$ cat src/beq_pkg.sv
// Shared types and constants for the biquad equalizer cascade.
// No dependencies; imported by every module of the block.
package beq_pkg;

    localparam int NUM_BANDS      = 4;
    localparam int COEF_FRAC_BITS = 16;

    localparam int SAMPLE_W   = 16;
    localparam int DATA_W     = 24;   // internal sample, 8 fraction bits
    localparam int DATA_FRAC  = 8;
    localparam int COEF_W     = 21;
    localparam int PROD_W     = COEF_W + DATA_W;
    localparam int ACC_W      = PROD_W + 3;   // five terms
    localparam int FWD_W      = 3 * COEF_W;
    localparam int BWD_W      = 2 * COEF_W;
    localparam int CFG_W      = FWD_W;
    localparam int CFG_IDX_W  = 3;

    localparam logic [FWD_W-1:0] FWD_RESET = FWD_W'(65536);
    localparam logic [BWD_W-1:0] BWD_RESET = '0;

    // One sample moving between neighboring sections
    typedef struct packed {
        logic              valid;
        logic              start;
        logic [DATA_W-1:0] data;
    } t_cell_link;

    // Coefficient write routed to one section
    typedef struct packed {
        logic             we_fwd;
        logic             we_bwd;
        logic [CFG_W-1:0] data;
    } t_cfg_wr;

    function automatic logic signed [COEF_W-1:0] coef_at(input logic [FWD_W-1:0] word,
                                                         input int unsigned pos);
        coef_at = $signed(word[pos +: COEF_W]);
    endfunction

endpackage

$ cat src/beq_cell.sv
// One direct-form-1 biquad section: coefficients, history and a shared MAC.
// Depends on beq_pkg.
module beq_cell import beq_pkg::*; (
    input  logic       i_clk,
    input  logic       i_rst_n,
    input  t_cfg_wr    i_cfg,
    input  t_cell_link i_link,
    output t_cell_link o_link
);

    localparam logic [2:0] PH_B0   = 3'd0;
    localparam logic [2:0] PH_B1   = 3'd1;
    localparam logic [2:0] PH_B2   = 3'd2;
    localparam logic [2:0] PH_A1   = 3'd3;
    localparam logic [2:0] PH_A2   = 3'd4;
    localparam logic [2:0] PH_LAST = 3'd5;
    localparam logic [2:0] PH_DONE = 3'd6;

    localparam logic signed [ACC_W-1:0] SAT_HI = ACC_W'(8388607);
    localparam logic signed [ACC_W-1:0] SAT_LO = -ACC_W'(8388608);

    logic [FWD_W-1:0]         r_fwd;
    logic [BWD_W-1:0]         r_bwd;
    logic signed [DATA_W-1:0] r_ih0, r_ih1, r_oh0, r_oh1;
    logic                     r_busy;
    logic [2:0]               r_phase;
    logic signed [DATA_W-1:0] r_x;
    logic                     r_clr;
    logic signed [PROD_W-1:0] r_prod;
    logic signed [ACC_W-1:0]  r_acc;
    t_cell_link               r_out;

    logic signed [COEF_W-1:0] w_coef;
    logic signed [DATA_W-1:0] w_data;
    logic signed [PROD_W-1:0] n_prod;
    logic signed [ACC_W-1:0]  w_term;
    logic signed [ACC_W-1:0]  n_acc;
    logic signed [ACC_W-1:0]  w_shift;
    logic signed [DATA_W-1:0] w_y;

    // Operand select for the single multiplier
    always_comb begin
        unique case (r_phase)
            PH_B0: begin
                w_coef = coef_at(r_fwd, 0);
                w_data = r_x;
            end
            PH_B1: begin
                w_coef = coef_at(r_fwd, COEF_W);
                w_data = r_clr ? '0 : r_ih0;
            end
            PH_B2: begin
                w_coef = coef_at(r_fwd, 2 * COEF_W);
                w_data = r_clr ? '0 : r_ih1;
            end
            PH_A1: begin
                w_coef = coef_at(FWD_W'(r_bwd), 0);
                w_data = r_clr ? '0 : r_oh0;
            end
            PH_A2: begin
                w_coef = coef_at(FWD_W'(r_bwd), COEF_W);
                w_data = r_clr ? '0 : r_oh1;
            end
            default: begin
                w_coef = '0;
                w_data = '0;
            end
        endcase
    end

    assign n_prod = w_coef * w_data;
    assign w_term = ACC_W'(r_prod);

    // Product of the previous phase enters the sum; feedback terms subtract
    always_comb begin
        n_acc = r_acc;
        if (r_phase >= PH_B1 && r_phase <= PH_LAST) begin
            if (r_phase >= PH_A2) n_acc = r_acc - w_term;
            else                  n_acc = r_acc + w_term;
        end
    end

    assign w_shift = r_acc >>> COEF_FRAC_BITS;

    always_comb begin
        priority if (w_shift > SAT_HI) w_y = SAT_HI[DATA_W-1:0];
        else if (w_shift < SAT_LO)     w_y = SAT_LO[DATA_W-1:0];
        else                           w_y = w_shift[DATA_W-1:0];
    end

    always_ff @(posedge i_clk) begin
        if (!i_rst_n) begin
            r_fwd   <= FWD_RESET;
            r_bwd   <= BWD_RESET;
            r_ih0   <= '0;
            r_ih1   <= '0;
            r_oh0   <= '0;
            r_oh1   <= '0;
            r_busy  <= 1'b0;
            r_phase <= PH_B0;
            r_out   <= '0;
        end else begin
            if (i_cfg.we_fwd) r_fwd <= i_cfg.data[FWD_W-1:0];
            if (i_cfg.we_bwd) r_bwd <= i_cfg.data[BWD_W-1:0];

            r_out.valid <= r_busy && (r_phase == PH_DONE);
            if (!r_busy) begin
                if (i_link.valid) begin
                    r_busy  <= 1'b1;
                    r_phase <= PH_B0;
                    r_x     <= $signed(i_link.data);
                    r_clr   <= i_link.start;
                    r_acc   <= '0;
                end
            end else begin
                r_prod <= n_prod;
                r_acc  <= n_acc;
                if (r_phase == PH_DONE) begin
                    r_busy      <= 1'b0;
                    r_out.start <= r_clr;
                    r_out.data  <= w_y;
                    r_ih1       <= r_clr ? '0 : r_ih0;
                    r_ih0       <= r_x;
                    r_oh1       <= r_clr ? '0 : r_oh0;
                    r_oh0       <= w_y;
                end else begin
                    r_phase <= r_phase + 3'd1;
                end
            end
        end
    end

    assign o_link = r_out;

    a_no_overlap: assert property (@(posedge i_clk) disable iff (!i_rst_n)
        r_busy |-> !i_link.valid)
        else $error("sample arrived while section busy");

    a_out_pulse: assert property (@(posedge i_clk) disable iff (!i_rst_n)
        r_out.valid |=> !r_out.valid)
        else $error("section output held for more than one cycle");

    a_out_after_work: assert property (@(posedge i_clk) disable iff (!i_rst_n)
        $rose(r_out.valid) |-> $past(r_busy) && !r_busy)
        else $error("section output without finished computation");

endmodule

$ cat config.mk
export PLATFORM = sky130hd
export DESIGN_NAME = beq_cell
export DESIGN_NICKNAME = d
export VERILOG_FILES = /design/src/beq_pkg.sv /design/src/beq_cell.sv
export SDC_FILE = /design/constraint.sdc
export NUM_CORES = 2
export LEC_CHECK = 0
export ABC_AREA = 1
export BUFFER_PORTS_ARGS = -buffer_cell sky130_fd_sc_hd__buf_2
export CELL_PAD_IN_SITES_DETAIL_PLACEMENT = 1
export CELL_PAD_IN_SITES_GLOBAL_PLACEMENT = 1
export CORE_UTILIZATION = 48
export DETAILED_ROUTE_END_ITERATION = 8
export HOLD_SLACK_MARGIN = 0.15
export MAX_ROUTING_LAYER = met4
export PLACE_DENSITY_LB_ADDON = 0.1
export SLEW_MARGIN = 0
export SYNTH_ARGS = -nofsm -noshare
export SYNTH_HDL_FRONTEND = slang
export SYNTH_SLANG_ARGS = --single-unit
$ cat constraint.sdc
create_clock -name i_clk -period 10.35 [get_ports i_clk]
set_input_delay 2.07 -clock i_clk [delete_from_list [all_inputs] [get_ports i_clk]]
set_output_delay 2.07 -clock i_clk [all_outputs]
set_load 0.02 [all_outputs]
==> flow_summary.json <==
{
  "post_synth.cell_area_avg_um2": 7.490,
  "ys_top_cells_by_area": "fa_1, dfxtp_1, nand2_1",
  "critPathMaxStageDelay_ps": 800,
  "num_io_pins": 119,
  "maxCapViolCount": 0,
  "synthCells": 4973,
  "vias": 33350,
  "fin_util_pct": 52.84,
  "synth-seq-cells": 325,
  "crit_type": "reg -> reg",
  "cts_hold_buffers": 0,
  "max_freq_mhz": 107.2,
  "setup_violations": 0,
  "rrSetupSlack_ps": 1020,
  "first_pass_iters": 5,
  "synth-seq-area-share_pct": 20.64,
  "cp_max_fo": 17,
  "nets": 5794,
  "h-tree-depth": 2,
  "coreArea_um2": 76330,
  "hold_viol_final": 0,
  "dieWidth_um": 280.6,
  "layout_common_cells": "nand2_1, inv_1, nor2_1, fa_1, o21ai_0",
  "cts_buffer_depth": 3,
  "drv_slew": 0,
  "crit_start": "r_phase[0]$_SDFFE_PN0P_",
  "crit_family": "adder cells",
  "cts_tree": "yes",
  "post-synth-top-area-cell": "fa_1",
  "skew_ps": 27.67,
  "r2r_start": "r_phase[0]$_SDFFE_PN0P_",
  "cpMaxStageDelayCell": "clkinv_1",
  "cts_buffers": 41,
  "routed_wl_mm": 137.4,
  "root_buffer": "clkbuf_16",
  "period_share_pct": 90.16,
  "hp-class": "reg -> reg",
  "grt_pass1_wl_mm": 211.9,
  "layout-drive-gt1-share_pct": 5.769,
  "layout.cells.most_common": "nand2_1",
  "drtIter0Drc": 2156,
  "cts_sinks": 325,
  "cp.buffers_inverters": 7,
  "cpMostUsedCell": "fa_1",
  "status": "finished clean",
  "syn_nets": 5754,
  "clkSlewWorstSetupHoldPaths_ps": 60,
  "startpoint_type": "flip-flop",
  "port_buffers": 118,
  "row_count": 101,
  "track_usage_pct": 36.84,
  "start_util_pct": 48.80,
  "final.min_clock_period_ps": 9332,
  "critPathCapture": "r_prod[28]$_DFFE_PP_",
  "post_cts_buffers": 0,
  "rsz0062_at_grt": "false",
  "arrival_ps": 9680,
  "antenna_found_initial": 3,
  "netlist.area_leader.share_pct": 27.79,
  "worstPathRequired_ps": 10700,
  "nFillCells": 9836,
  "synth_warnings": 0,
  "dieArea_um2": 78720,
  "tns_ps": 0,
  "clock_latency_ps": 590,
  "grt_pass1_vias": 36440,
  "place.gp.congestion": 0.9746,
  "synth_cell_type_count": 52,
  "placed_area_um2": 38840,
  "wire_per_inst_um": 22.60,
  "end_kind": "flip-flop",
  "dp_hpwl_mm": 109.3,
  "cp_num_cells": 27,
  "grt_max_degree": 106,
  "final_area_um2": 40330,
  "vias_per_cell": 5.488,
  "ant_nets": 0,
  "cts_resized": 0,
  "worstRegToRegCells": 27,
  "syn_area_um2": 37250,
  "max_slew_margin_pct": 16.22,
  "r2r_end": "r_prod[28]$_DFFE_PP_",
  "drc": 0,
  "chipHeight_um": 280.6,
  "areaGrowthSynthToFinish_pct": 8.270,
  "worst_pin_slew_ps": 1257,
  "grt_remaining_overflow": 0
}
[cells by family (layout without fill, tap and decap cells)]
family                   after synthesis  count (layout)  synth area share (%)
adder cells (fa/ha/maj)              688             688                 33.53
AO/OA/AOI/OAI                        659             659                 9.919
other                                  0               3                     0
AND/OR/NAND/NOR                     1945            1945                 20.80
buffers and inverters               1277            1348                 13.25
XOR/XNOR                              79              79                 1.858
flip-flops                           325             325                 20.64
[layout make-up]
cell class / instances / area (µm²) / area share [%]
clock inverters: 23 / 365.4 / 0.9059
clock buffers: 51 / 1106 / 2.743
diodes: 3 / 7.507 / 0.01862
inverters: 1087 / 4080 / 10.12
multi-input cells: 3371 / 24680 / 61.19
flip-flops and latches: 325 / 7687 / 19.06
repair buffers: 187 / 1115 / 2.764
well taps: 1030 / 1289 / 3.196
[layer usage]
metal	vias up	part of all wire [%]	GRT usage [%]	routed length (µm)
met5	-	0	-	0
met4	0	5.9	18.64	8068
met3	330	5.6	5.413	7624
met2	977	50	63.40	68510
met1	16830	39	41.64	53160
li1	15210	-	-	-
[stage by stage]
step                      setup slack [ps]  hold slack [ps]  std cells
final                                 1018            456.5       6077
after global routing                 528.7            470.7       6077
after CTS                            965.5            456.6       6073
after detailed placement              1003            445.7       5999
after global placement                1164            441.3       5999
after floorplan                       2279            424.5       4973
[cells in the mapped netlist (all sizes together)]
| cell type | n |
|---|---|
| nor4 | 3 |
| ha | 171 |
| dfxtp | 207 |
| a21o | 4 |
| a31o | 1 |
| nand2b | 2 |
| nor3 | 26 |
| a211oi | 3 |
| a21boi | 3 |
| nand2 | 1095 |
| nor3b | 1 |
| a31oi | 5 |
| and3 | 4 |
| edfxtp | 118 |
| o21ai | 291 |
| o211ai | 2 |
| fa | 517 |
| a32oi | 10 |
| inv | 1082 |
| buf | 102 |
| a32o | 4 |
| o2111ai | 8 |
| a221oi | 27 |
| o22ai | 23 |
| nor2 | 589 |
| clkbuf | 88 |
| and2 | 14 |
| or3 | 1 |
| o31ai | 3 |
| or2 | 3 |
| clkinv | 5 |
| nand3b | 3 |
| o21a | 8 |
| a21oi | 256 |
| o21bai | 11 |
| xor2 | 57 |
| nand3 | 169 |
| xnor2 | 22 |
| nand4 | 35 |
[flip-flops by register name, indices dropped and copies added (netlist names), 3 cells and up]
| name | flops |
|---|---|
| r_x | 24 |
| r_oh1 | 24 |
| r_phase | 3 |
| r_ih0 | 24 |
| r_ih1 | 24 |
| o_link | 26 |
| r_bwd | 42 |
| r_fwd | 63 |
| r_acc | 48 |
| r_prod | 45 |
[worst min path at each step]
stage | start | endpoint | slack [ps] | depth (start not counted)
after floorplan | r_ih1[11]$_SDFFE_PN0P_ | r_ih1[11]$_SDFFE_PN0P_ | 420 | 2
after global placement | r_ih0[11]$_SDFFE_PN0P_ | r_ih0[11]$_SDFFE_PN0P_ | 440 | 2
after detailed placement | r_ih1[11]$_SDFFE_PN0P_ | r_ih1[11]$_SDFFE_PN0P_ | 450 | 2
after CTS | r_ih1[11]$_SDFFE_PN0P_ | r_ih1[11]$_SDFFE_PN0P_ | 460 | 2
after global routing | r_bwd[26]$_SDFFE_PN0P_ | r_bwd[26]$_SDFFE_PN0P_ | 470 | 2
final | r_ih1[14]$_SDFFE_PN0P_ | r_ih1[14]$_SDFFE_PN0P_ | 460 | 2
[worst min-delay path, cell delays in order (launching register included)]
cell and delay (ps):
dfxtp_1 300, inv_1 60, a21oi_1 50
Power is not shown: default switching activity piles up to over one toggle a cycle in this logic, so the estimate is an artifact.
